## src/sswin_pkg.sv

```systemverilog
package sswin_pkg;

	// item kinds
	localparam logic [2:0] KIND_BUFFER     = 3'd0;
	localparam logic [2:0] KIND_ACK        = 3'd1;
	localparam logic [2:0] KIND_FETCH      = 3'd2;
	localparam logic [2:0] KIND_FETCH_BASE = 3'd3;
	localparam logic [2:0] KIND_MARK_SENT  = 3'd4;

	// result status codes
	localparam logic [1:0] ST_OK        = 2'd0;
	localparam logic [1:0] ST_FULL      = 2'd1;
	localparam logic [1:0] ST_NOT_FOUND = 2'd2;

	// configuration register indexes
	localparam int unsigned CFG_INDEX_W = 1;
	localparam int unsigned CFG_DATA_W  = 16;
	localparam logic [CFG_INDEX_W-1:0] REG_SLOT_COUNT = 1'd0;
	localparam logic [CFG_INDEX_W-1:0] REG_MAX_WINDOW = 1'd1;

	// configuration reset values
	localparam logic [5:0]  SLOT_COUNT_RST = 6'd32;
	localparam logic [15:0] MAX_WINDOW_RST = 16'd0;

	// state reset values
	localparam logic [31:0] SEQ_RST       = 32'd1;
	localparam logic [31:0] LAST_SENT_RST = 32'd0;

	typedef struct packed {
		logic [2:0]  kind;
		logic [31:0] seq_or_ack;
		logic [15:0] data_length;
		logic [15:0] payload_handle;
	} in_item_t;

	typedef struct packed {
		logic [1:0]  status;
		logic [31:0] entry_seq;
		logic [15:0] entry_length;
		logic [15:0] entry_handle;
		logic [15:0] entry_window;
		logic        more_unacked;
		logic [31:0] send_base_out;
		logic [31:0] next_seq_out;
		logic [31:0] last_sent_out;
	} out_item_t;

	// one segment descriptor as stored in the ring
	typedef struct packed {
		logic [31:0] seq;
		logic [15:0] length;
		logic [15:0] handle;
	} entry_t;

endpackage

```

## src/sswin_mem.sv

```systemverilog
module sswin_mem #(
	parameter int unsigned DEPTH = 32,
	parameter int unsigned AW    = 5
) (
	input  logic              clk,
	input  logic              wr_en,
	input  logic [AW-1:0]     wr_addr,
	input  sswin_pkg::entry_t wr_data,
	input  logic [AW-1:0]     rd_addr,
	output sswin_pkg::entry_t rd_data
);
	import sswin_pkg::*;

	entry_t mem_q [DEPTH];
	entry_t rd_data_q;

	// descriptor store, one write and one registered read per cycle
	always_ff @(posedge clk) begin
		if (wr_en) begin
			mem_q[wr_addr] <= wr_data;
		end
		rd_data_q <= mem_q[rd_addr];
	end

	assign rd_data = rd_data_q;

endmodule

```

## src/sswin_ctrl.sv

```systemverilog
module sswin_ctrl #(
	parameter int unsigned IW    = 5,
	parameter int unsigned CW    = 6
) (
	input  logic                 clk,
	input  logic                 arst_n,
	input  logic                 start,
	output logic                 busy,
	input  sswin_pkg::in_item_t  item,
	output logic                 done,
	output sswin_pkg::out_item_t result,
	input  logic [CW-1:0]        eff_n,
	input  logic [15:0]          max_window,
	output logic                 mem_wr_en,
	output logic [IW-1:0]        mem_wr_addr,
	output sswin_pkg::entry_t    mem_wr_data,
	output logic [IW-1:0]        mem_rd_addr,
	input  sswin_pkg::entry_t    mem_rd_data
);
	import sswin_pkg::*;

	localparam int unsigned BW = (IW > 1) ? $clog2(IW) : 1;

	localparam logic [2:0] S_IDLE     = 3'd0;
	localparam logic [2:0] S_REDUCE   = 3'd1;
	localparam logic [2:0] S_DISPATCH = 3'd2;
	localparam logic [2:0] S_SCAN     = 3'd3;
	localparam logic [2:0] S_RESP     = 3'd4;

	logic [2:0]    state_q;
	in_item_t      item_q;
	logic [BW-1:0] bit_q;
	logic [CW-1:0] rem_q;
	logic [IW-1:0] p_q;
	logic [CW-1:0] left_q;
	logic [1:0]    st_q;
	entry_t        ent_q;
	logic          hit_q;
	logic          more_q;
	out_item_t     res_q;
	logic          done_q;

	logic [IW-1:0] base_q;
	logic [CW-1:0] occ_q;
	logic [31:0]   send_base_q;
	logic [31:0]   next_seq_q;
	logic [31:0]   last_sent_q;

	logic [CW:0]   rem_sh;
	logic [CW:0]   rem_nx;
	logic [CW-1:0] p_inc;
	logic [IW-1:0] p_next;
	logic [CW:0]   pos_sum;
	logic [CW:0]   pos_mod;
	logic          full;

	// base slot reduced modulo the slot count, one bit per cycle
	always_comb begin
		rem_sh = {rem_q, base_q[bit_q]};
		if (rem_sh >= (CW+1)'(eff_n)) begin
			rem_nx = rem_sh - (CW+1)'(eff_n);
		end else begin
			rem_nx = rem_sh;
		end
	end

	// ring position step with wrap at the slot count
	assign p_inc  = CW'(p_q) + CW'(1);
	assign p_next = (p_inc == eff_n) ? '0 : p_inc[IW-1:0];

	// tail position for a new descriptor
	always_comb begin
		pos_sum = (CW+1)'(p_q) + (CW+1)'(occ_q);
		if (pos_sum >= (CW+1)'(eff_n)) begin
			pos_mod = pos_sum - (CW+1)'(eff_n);
		end else begin
			pos_mod = pos_sum;
		end
	end

	assign full = (occ_q >= eff_n);

	// memory access
	assign mem_wr_en   = (state_q == S_DISPATCH) && (item_q.kind == KIND_BUFFER) && !full;
	assign mem_wr_addr = pos_mod[IW-1:0];
	assign mem_wr_data = '{seq: next_seq_q, length: item_q.data_length,
		handle: item_q.payload_handle};
	assign mem_rd_addr = (state_q == S_SCAN) ? p_next : p_q;

	// sequencer and window state
	always_ff @(posedge clk or negedge arst_n) begin
		if (!arst_n) begin
			state_q     <= S_IDLE;
			done_q      <= 1'b0;
			base_q      <= '0;
			occ_q       <= '0;
			send_base_q <= SEQ_RST;
			next_seq_q  <= SEQ_RST;
			last_sent_q <= LAST_SENT_RST;
		end else begin
			done_q <= (state_q == S_RESP);
			case (state_q)
				S_IDLE: begin
					if (start) begin
						state_q <= S_REDUCE;
					end
				end
				S_REDUCE: begin
					if (bit_q == '0) begin
						state_q <= S_DISPATCH;
					end
				end
				S_DISPATCH: begin
					case (item_q.kind)
						KIND_BUFFER: begin
							state_q <= S_RESP;
							if (!full) begin
								occ_q      <= occ_q + CW'(1);
								next_seq_q <= next_seq_q + 32'(item_q.data_length);
							end
						end
						KIND_ACK: begin
							send_base_q <= item_q.seq_or_ack;
							if (occ_q == '0) begin
								base_q  <= p_q;
								state_q <= S_RESP;
							end else begin
								state_q <= S_SCAN;
							end
						end
						KIND_FETCH, KIND_FETCH_BASE: begin
							if (occ_q != '0) begin
								state_q <= S_SCAN;
							end else begin
								state_q <= S_RESP;
							end
						end
						KIND_MARK_SENT: begin
							state_q     <= S_RESP;
							last_sent_q <= item_q.seq_or_ack + 32'(item_q.data_length)
								- 32'd1;
						end
						default: begin
							state_q <= S_RESP;
						end
					endcase
				end
				S_SCAN: begin
					case (item_q.kind)
						KIND_ACK: begin
							if (mem_rd_data.seq >= item_q.seq_or_ack) begin
								base_q  <= p_q;
								state_q <= S_RESP;
							end else begin
								occ_q  <= occ_q - CW'(1);
								base_q <= p_next;
								if (occ_q == CW'(1)) begin
									state_q <= S_RESP;
								end
							end
						end
						KIND_FETCH: begin
							if (mem_rd_data.seq == item_q.seq_or_ack || left_q == CW'(1)) begin
								state_q <= S_RESP;
							end
						end
						default: begin
							state_q <= S_RESP;
						end
					endcase
				end
				S_RESP: begin
					state_q <= S_IDLE;
				end
				default: begin
					state_q <= S_IDLE;
				end
			endcase
		end
	end

	// per-transaction working registers and result fields
	always_ff @(posedge clk) begin
		case (state_q)
			S_IDLE: begin
				item_q <= item;
				bit_q  <= BW'(IW - 1);
				rem_q  <= '0;
				st_q   <= ST_OK;
				ent_q  <= '0;
				hit_q  <= 1'b0;
				more_q <= 1'b0;
			end
			S_REDUCE: begin
				rem_q <= rem_nx[CW-1:0];
				bit_q <= bit_q - BW'(1);
				if (bit_q == '0) begin
					p_q <= rem_nx[IW-1:0];
				end
			end
			S_DISPATCH: begin
				left_q <= occ_q;
				case (item_q.kind)
					KIND_BUFFER: begin
						if (full) begin
							st_q <= ST_FULL;
						end else begin
							ent_q <= mem_wr_data;
							hit_q <= 1'b1;
						end
					end
					KIND_FETCH, KIND_FETCH_BASE: begin
						if (occ_q == '0) begin
							st_q <= ST_NOT_FOUND;
						end
					end
					default: begin
					end
				endcase
			end
			S_SCAN: begin
				case (item_q.kind)
					KIND_ACK: begin
						if (mem_rd_data.seq >= item_q.seq_or_ack) begin
							more_q <= 1'b1;
						end else begin
							p_q <= p_next;
						end
					end
					KIND_FETCH: begin
						if (mem_rd_data.seq == item_q.seq_or_ack) begin
							ent_q <= mem_rd_data;
							hit_q <= 1'b1;
						end else if (left_q == CW'(1)) begin
							st_q <= ST_NOT_FOUND;
						end else begin
							left_q <= left_q - CW'(1);
							p_q    <= p_next;
						end
					end
					KIND_FETCH_BASE: begin
						ent_q <= mem_rd_data;
						hit_q <= 1'b1;
					end
					default: begin
					end
				endcase
			end
			S_RESP: begin
				res_q.status        <= st_q;
				res_q.entry_seq     <= ent_q.seq;
				res_q.entry_length  <= ent_q.length;
				res_q.entry_handle  <= ent_q.handle;
				res_q.entry_window  <= hit_q ? max_window : 16'd0;
				res_q.more_unacked  <= more_q;
				res_q.send_base_out <= send_base_q;
				res_q.next_seq_out  <= next_seq_q;
				res_q.last_sent_out <= last_sent_q;
			end
			default: begin
			end
		endcase
	end

	assign busy   = (state_q != S_IDLE);
	assign done   = done_q;
	assign result = res_q;

endmodule

```

## src/sender_sliding_window_core.sv

```systemverilog
// Sender sliding window: ring of unacknowledged segment descriptors.
// Command channel: present item while busy is low and raise start; the
// transaction is taken at that edge and busy rises the next cycle.
// Kinds: buffer a segment, ack, fetch by sequence number, fetch base,
// mark sent. Every transaction yields exactly one result on result,
// marked by a one-cycle done strobe; the receiver cannot stall it.
// A transaction passes through base slot reduction modulo the slot count
// (one bit per cycle), dispatch, a scan over at most the occupied entries
// for ack and fetch (one memory read per cycle) and the result register.
// busy drops in the cycle done is high, so the next start may follow then.
// Configuration: cfg_we with cfg_index 0 (slot_count) or 1 (max window
// bytes); write only while busy is low.
// Reset clears the ring to empty, send base and next sequence to 1, last
// sent to 0, slot_count to 32; descriptor memory contents are not cleared.
module sender_sliding_window_core #(
	parameter int unsigned SLOTS = 32
) (
	input  logic                                    clk,
	input  logic                                    arst_n,
	input  logic                                    start,
	output logic                                    busy,
	input  sswin_pkg::in_item_t                     item,
	output logic                                    done,
	output sswin_pkg::out_item_t                    result,
	input  logic                                    cfg_we,
	input  logic [sswin_pkg::CFG_INDEX_W-1:0]       cfg_index,
	input  logic [sswin_pkg::CFG_DATA_W-1:0]        cfg_data
);
	import sswin_pkg::*;

	localparam int unsigned IW = (SLOTS > 1) ? $clog2(SLOTS) : 1;
	localparam int unsigned CW = $clog2(SLOTS + 1);
	localparam int unsigned XW = (CW > 6) ? CW : 6;

	logic [5:0]    slot_count_q;
	logic [15:0]   max_window_q;
	logic [XW-1:0] sc_ext;
	logic [CW-1:0] eff_n;

	logic          mem_wr_en;
	logic [IW-1:0] mem_wr_addr;
	entry_t        mem_wr_data;
	logic [IW-1:0] mem_rd_addr;
	entry_t        mem_rd_data;

	// configuration registers
	always_ff @(posedge clk or negedge arst_n) begin
		if (!arst_n) begin
			slot_count_q <= SLOT_COUNT_RST;
			max_window_q <= MAX_WINDOW_RST;
		end else if (cfg_we) begin
			case (cfg_index)
				REG_SLOT_COUNT: slot_count_q <= cfg_data[5:0];
				REG_MAX_WINDOW: max_window_q <= cfg_data[15:0];
				default: begin
				end
			endcase
		end
	end

	// effective slot count, saturated to 1..SLOTS
	always_comb begin
		sc_ext = XW'(slot_count_q);
		if (sc_ext == '0) begin
			eff_n = CW'(1);
		end else if (sc_ext > XW'(SLOTS)) begin
			eff_n = CW'(SLOTS);
		end else begin
			eff_n = sc_ext[CW-1:0];
		end
	end

	sswin_ctrl #(
		.IW    (IW),
		.CW    (CW)
	) u_ctrl (
		.clk         (clk),
		.arst_n      (arst_n),
		.start       (start),
		.busy        (busy),
		.item        (item),
		.done        (done),
		.result      (result),
		.eff_n       (eff_n),
		.max_window  (max_window_q),
		.mem_wr_en   (mem_wr_en),
		.mem_wr_addr (mem_wr_addr),
		.mem_wr_data (mem_wr_data),
		.mem_rd_addr (mem_rd_addr),
		.mem_rd_data (mem_rd_data)
	);

	sswin_mem #(
		.DEPTH (SLOTS),
		.AW    (IW)
	) u_mem (
		.clk     (clk),
		.wr_en   (mem_wr_en),
		.wr_addr (mem_wr_addr),
		.wr_data (mem_wr_data),
		.rd_addr (mem_rd_addr),
		.rd_data (mem_rd_data)
	);

endmodule
```

## config.mk

```make
export PLATFORM = sky130hd
export DESIGN_NAME = sender_sliding_window_core
export DESIGN_NICKNAME = d
export VERILOG_FILES = /design/src/sswin_pkg.sv /design/src/sswin_mem.sv /design/src/sswin_ctrl.sv /design/src/sender_sliding_window_core.sv
export SDC_FILE = /design/constraint.sdc
export NUM_CORES = 2
export LEC_CHECK = 0
export BUFFER_PORTS_ARGS = -buffer_cell sky130_fd_sc_hd__buf_2
export CAP_MARGIN = 20
export CORE_MARGIN = 1
export CORE_UTILIZATION = 48
export CTS_CLUSTER_DIAMETER = 200
export CTS_CLUSTER_SIZE = 12
export DETAILED_ROUTE_END_ITERATION = 8
export PLACE_DENSITY = 0.66
export REMOVE_ABC_BUFFERS = 1
export SYNTH_ARGS = -nofsm -noshare
export SYNTH_HDL_FRONTEND = slang
export SYNTH_SLANG_ARGS = --single-unit
```

## constraint.sdc

```tcl
create_clock -name clk -period 16.5 [get_ports clk]
set_input_delay 1.65 -clock clk [delete_from_list [all_inputs] [get_ports clk]]
set_output_delay 1.65 -clock clk [all_outputs]
set_load 0.03 [all_outputs]
```

# Yosys cells after proc, flatten, opt, wreduce, memory -nomap -nowiden
# Memory sizes are Yosys's and may differ from the RTL's. A register that Yosys moved wholly into a read port is not among the register bits.
# Cells that the tools add are included.
[totals]
reg_bits = 467
output_inout_bits = 181
mem_bits_rw = 2048
input_bits = 88
wordCells = 178
n_memories = 1
[op_classes]
n_addsub = 11
n_lt_le_gt_ge = 6
bitwise = 2
n_eq_ne = 35
n_mux = 61
n_reduce_logical = 30
[memory_table]
columns = ["name", "words", "word_bits", "rd", "rd_clocked_by_memory_dff", "wr", "line", "rtl"]
rows = [
  ["u_mem.mem_q", 32, 64, 1, 1, 1, "sswin_mem.sv:14", "entry_t mem_q [DEPTH];"],
]
[op_table]
columns = ["operator", "count"]
rows = [
  ["64-bit 2-to-1 mux", 3],
  ["64-bit case mux with 3 select lines", 1],
  ["64-bit case mux with 2 select lines", 1],
  ["32-bit by 16-bit adder with 32-bit output", 2],
  ["6-bit 2-to-1 mux", 10],
  ["5-bit 2-to-1 mux", 10],
  ["6-bit case mux with 2 select lines", 3],
  ["32-bit equality test", 1],
  ["32-bit >= comparator", 1],
  ["32-bit by 1-bit subtractor with 32-bit output, second input constant", 1],
  ["5-bit case mux with 2 select lines", 3],
  ["2-bit inequality test, second input constant", 12],
  ["3-bit inequality test, second input constant", 8],
  ["3-bit 2-to-1 mux", 7],
  ["3-bit case mux with 2 select lines", 3],
  ["5-bit AND reduction", 3],
  ["7-bit by 6-bit >= comparator with 1-bit output", 2],
  ["3-bit by 2-bit equality test with 1-bit output, second input constant", 4],
  ["6-bit by 1-bit equality test with 1-bit output, second input constant", 2],
  ["6-bit zero test", 2],
  ["3-bit case mux with 4 select lines", 1],
  ["4-bit AND reduction", 3],
  ["6-bit by 1-bit subtractor with 6-bit output, second input constant", 2],
  ["2-bit 2-to-1 mux", 5],
  ["33 further kinds", 55],
]

# Longest topological paths before layout
[logic_depth]
word_depth = 9
depth_mapped = 16
depth_no_buf = 16

# Hierarchy
# From an unflattened synthesis, not the netlist that was laid out.
[unflattened]
hier_cells = 4841
hier_area_um2 = 100700.3
[modules_own_cells]
columns = ["mod", "seq_area_each_um2", "cells_each", "area_each_um2", "n_inst"]
rows = [
  ["sswin_mem", 62780.2, 3096, 78964.5, 1],
  ["sswin_ctrl", 12809.8, 1689, 20862.5, 1],
  ["sender_sliding_window_core", 551.8, 56, 873.3, 1],
]

# Worst setup path before layout
# Ideal clock, no wire load.
[synth_timing]
kind = "register -> register"
startpoint = "reg u_ctrl.state_q[0]"
endpoint = "reg u_ctrl.done_q (netlist: u_ctrl.done)"
synth_period_minus_slack_ps = 15403
n_path_buf = 3
setup_ps = 1439
arrival_time_ps = 13964
stages_incl_launch_ff = 5
slack_ps = 1097
required_time_ps = 15061
cell_sequence = "dfrtp_1 -> clkbuf_1 -> clkbuf_1 -> buf_1 -> nor3b_1"
[synth_between]
elab_chain_len = 1
[synth_rtl]
columns = ["element", "line", "rtl"]
rows = [
  ["start, declared", "sswin_ctrl.sv:30", "logic [2:0] state_q;"],
  ["start signal, assigned", "sswin_ctrl.sv:93", "state_q <= S_IDLE;"],
  ["start signal, assigned", "sswin_ctrl.sv:105", "state_q <= S_REDUCE;"],
  ["start signal, assigned", "sswin_ctrl.sv:110", "state_q <= S_DISPATCH;"],
  ["3-bit equality test", "sswin_ctrl.sv:101", "done_q <= (state_q == S_RESP);"],
  ["end signal, assigned", "sswin_ctrl.sv:101", ""],
  ["end, declared", "sswin_ctrl.sv:41", "logic done_q;"],
]
# Every way passes these cells.
# A chain may end at the register's enable or synchronous reset.

# Worst setup path after layout
[layout_timing]
startpoint = "reg u_ctrl.p_q[0]"
endpoint = "mem u_mem.mem_q[4][0] in the netlist's numbering (enable)"
[layout_between]
elab_chain_len = 3
elab_cells_between_ends = 4
classes_between = "add/sub: 2; order compare: 1; mux: 1"
[layout_rtl]
columns = ["element", "line", "rtl"]
rows = [
  ["start, declared", "sswin_ctrl.sv:34", "logic [IW-1:0] p_q;"],
  ["start signal, assigned", "sswin_ctrl.sv:198", "p_q <= rem_nx[IW-1:0];"],
  ["start signal, assigned", "sswin_ctrl.sv:227", "p_q <= p_next;"],
  ["start signal, assigned", "sswin_ctrl.sv:238", "p_q <= p_next;"],
  ["5-bit by 6-bit adder with 7-bit output (*)", "sswin_ctrl.sv:73", "pos_sum = (CW+1)'(p_q) + (CW+1)'(occ_q);"],
  ["7-bit by 6-bit >= comparator with 1-bit output / 5-bit subtractor (equally long branches)", "sswin_ctrl.sv:74, sswin_ctrl.sv:75", ""],
  ["5-bit 2-to-1 mux (*)", "sswin_ctrl.sv:74", "if (pos_sum >= (CW+1)'(eff_n)) begin"],
  ["end, declared", "sswin_mem.sv:14", ""],
]
# Every way passes the cells marked *; elsewhere a longest branch is shown, timed or not.

==> results.md <==
- The number of hold violations in the final report is 0.
- Across all layers, the routed design uses around 65000 vias.
- Post-CTS timing repair inserted 0 buffers for setup.
- The relative max-transition margin is 0.229.
- Of the post-synthesis cell area, the dominant cell type holds 0.698.
- The CTS tree is yes.
- The final reports fail on DRC.
- The number of top-level pins is between 200 and 300.
- The first global-routing pass estimated 434000 µm of wire.
- Counting the fill cells in the layout gives about 17000.
- The placed instances occupy a cell area of 107000 µm².
- Data on the critical path is required at its endpoint by between 15 and 20 ns.
- The start of the worst register-to-register path is u_ctrl.p_q[0].
- The initialized floorplan defines between 150 and 200 standard-cell rows.
- The footprint of the multi-input gates is 24400 µm².
- After synthesis the cells add up to 102000 µm².
- The clock-pin slew reported for the worst setup and hold paths after clock tree synthesis is about 0.070 ns.
- The tightest hold path in the finished design has a slack of between 0.4 and 0.5 ns.
- The wire length on met2 is 138000 µm.
- The unique cell type count in the Yosys netlist is 85.
- The CTS root buffer is clkbuf_16.
- The portion of the clock cycle consumed by the worst path in the final layout is 0.401.
- In this run the power density over the cells is 185 nW/µm².
- The relative area change from synthesis to final layout is 11.7%.
- The synthesized design contains ~2600 register bits.
- The per-cell via count in the routed design is between 6 and 7.
- The region available for standard cell placement spans between 200000 and 250000 µm².
- The HPWL after detailed placement is around 170000 µm.
- The launching element type of the critical path is a flip-flop.
- The wire length per cell after detailed routing is 28.6 µm.
- IR analysis of the VDD net gives a maximum drop of about 0.16 mV.
- The worst setup path is of the flip-flop to flip-flop kind.
- The number of pins exceeding their max-slew limit in the final report was 0.
- The flow ran to the end, but the final reports show violations.
- The most common flop cell mapped by yosys is edfxtp_1.
- Derived from the worst setup path, the maximum achievable clock frequency is approximately 0.15 GHz.
- The worst endpoint data arrival time is ~7.1 ns.
- The worst min-delay path category is flip-flop to flip-flop.
- Leaving out fill and tap cells, the most frequent cells in the layout are edfxtp_1 (2382), nand2_1 (1688), nand3_1 (297).
- The antenna violation net count after detailed routing is 0.
- The die area is around 220000 µm².
- The number of antenna violations at the first check in global routing came to 10.
- The maximum number of pins on one net before global-route repair is approximately 170.
- The initial standard-cell utilization of the core is 0.483.
- The clock network latency to the later pin of the worst-skew pair is around 0.92 ns.
- In this run the number of H-tree levels came out at 4.
- The placer congestion estimate is a little under 0.9.
- The number of buffers on the longest clock path is 3.
- The wire length on met3 is approximately 32000 µm.
- The share of flip-flops with an asynchronous set or reset is 0.0516.
- The first-pass iteration count of the detailed router is 9.
- The fraction of the yosys area taken by sequential cells is 0.743.
- The most frequent standard cell in the layout excluding fill and tap cells is edfxtp_1.
- In the synthesized netlist, the number of instances is about 7300.
- The die span in y is roughly 460 µm.
- In this run, post-CTS repair resized a total of 0 instances.
- With fillers left out, the area of the finished cells amounts to 114000 µm².
- The highest routed metal layer is met5.
- In the final design database the tool counted 7791 nets.
- The total CTS buffers is approximately 230.
- The met1 routed wirelength after detailed routing is ~120000 µm.
- The clock period minus worst slack is around 6.6 ns.
- STA classifies the critical path endpoint as a flip-flop.
- For this run, the number of Yosys warnings is 0.
- For this design, the sink count on the clock tree is 2579.
- The number of I/O port buffers is between 200 and 300.
- Counting cells, the worst reg-to-reg path comes to 15.
- The biggest fanout along the worst timing path is 40.
- The aggregate global routing overflow is 0.
- The critical register-to-register path endpoint is u_mem.mem_q[4][0].
- For this run, design rule violations remaining after detail routing come to 110.
- Across the run, the number of max-cap violations was 0.
- After detailed routing, the total wire length is around 300000 µm.
- The number of synthesized flops with an enable pin is 2382.
- Yosys attributes the largest share of cell area to edfxtp_1 (70%), nand2_1 (6.2%), dfrtp_1 (3.2%), mux2i_1 (2.5%), a31oi_1 (1.5%).
- Of the cells placed in the final design, the portion with a size suffix greater than 1 is 0.108.
- Measured along the x axis, the die boundary spans 464 µm.
- The capture point of the worst path is u_mem.mem_q[4][0].
- The sequential standard cell area is around 76000 µm².
- For this design the static power due to leakage is 0.0407 µW.
- For flop-to-flop paths, the worst setup slack is slightly below 10 ns.
- Setup repair after global routing left no endpoint under its margin.
- After the first detailed-routing iteration, the DRC count stood at between 9000 and 10000.
- The number of buffers inserted for hold repair after clock tree synthesis is 0.
- The number of global-route vias before repair came to ~62000.
- In the global route stage, overall resource usage came out at 0.277.
- The clock skew after layout is ~0.082 ns.
- After synthesis, the mean cell area works out to roughly 14 µm².
- For the pin with the worst max-slew slack, the measured transition is 1.16 ns.
- The count of endpoints failing setup in the final report is 0.
- The leading area contributor after synthesis is edfxtp_1.
- The launch point of the worst path is u_ctrl.p_q[0].
power breakdown:
part	leakage [µW]	total, µW	internal, µW	switching (µW)
registers	0.0245	8440	8010	428
clock network	0.00322	5040	2670	2370
logic	0.0130	7680	2200	5490
synth_stat cells (24+ instances only):
cell type and instances:
a21oi_1 208, nand4_1 30, nand2_1 1693, o21ai_0 135, a31oi_1 249, edfxtp_1 2382
xnor2_1 57, inv_1 119, buf_4 28, xor2_1 25, clkbuf_1 217, a21o_1 33
and3_1 192, nand3_1 298, a32oi_1 36, mux2_2 54, nor2_1 176, o2111ai_1 62
dfrtp_1 130, a211oi_1 24, o221ai_1 55, buf_2 146, and2_1 24, o22ai_1 150
ha_1 124, nand2b_1 24, dfxtp_1 64, nor4_1 46, mux2i_1 258
logic make-up after synthesis:
| logic type | share of synthesized area |
|---|---|
| compound gates | 0.0713 |
| fa+ha+maj | 0.0163 |
| mux | 0.0313 |
| buf+inv | 0.0237 |
| flops | 0.743 |
| xor+xnor | 0.00760 |
| simple gates | 0.107 |
how the worst min path moves through the flow:
| stage | start | depth (start not counted) | endpoint |
|---|---|---|---|
| 3_3_place_gp | u_ctrl.ent_q[50] | 0 | u_ctrl.result[163] |
| 3_5_place_dp | u_ctrl.ent_q[22] | 0 | u_ctrl.result[135] |
| 6_report | u_ctrl.send_base_q[3] | 0 | u_ctrl.result[67] |
| 5_1_grt | u_ctrl.ent_q[34] | 0 | u_ctrl.result[147] |
| 4_1_cts | u_ctrl.ent_q[34] | 0 | u_ctrl.result[147] |
| 2_1_floorplan | u_ctrl.ent_q[0] | 0 | u_ctrl.result[113] |
layer usage:
metal,vias up,GRT usage
met4,6,0.121
li1,27900,-
met3,616,0.0588
met2,3857,0.429
met1,32300,0.378
met5,-,0
critical path, cell delays in order, from the launching register on:
cell,delay [ns]
edfxtp_1,0.68
ha_1,0.27
inv_1,0.06
fa_1,0.60
inv_1,0.11
ha_1,0.31
a21o_1,0.17
a21o_1,0.17
a21o_1,0.17
a21o_1,0.16
a221oi_1,0.28
buf_4,0.24
mux2i_1,0.67
nand3_1,0.51
nor2_4,0.91
buf_4,0.82
through the flow:
step | setup WS, ns | total power (µW) | setup TNS, ns | util | instances
global route | 9.57 | 22000 | 0 | 0.540 | 10600
CTS | 9.90 | 21100 | 0 | 0.538 | 10600
detailed placement | 9.98 | 16100 | 0 | 0.506 | 10100
finish | 9.89 | 21200 | 0 | 0.540 | 10600
floorplan | -7.79 | 14900 | -464.22 | - | 6881
global placement | 9.98 | 16000 | 0 | 0.505 | 10100
cell type report:
cell class,instances,share of cell area
Sequential cell,2579,0.665
Multi-Input combinational cell,4182,0.213
Clock buffer,427,0.0573
Tap cell,2821,0.0308
Timing Repair Buffer,459,0.0276
Inverter,120,0.00396
Clock inverter,14,0.00237
Antenna cell,1,0.0000219
sequential cells by signal, indices dropped and copies added, names as in the netlist, 6 cells and up:
name	count
u_mem.mem_q	2048
u_ctrl.result	179
u_ctrl.ent_q	64
u_mem.rd_data	64
u_ctrl.item_q	35
u_ctrl.last_sent_q	32
u_ctrl.mem_wr_data	32
u_ctrl.next_seq_q	32
u_ctrl.send_base_q	32
max_window_q	16
sc_ext	6
u_ctrl.left_q	6
u_ctrl.occ_q	6
u_ctrl.rem_q	6
Power figures use the tool's default switching activity.
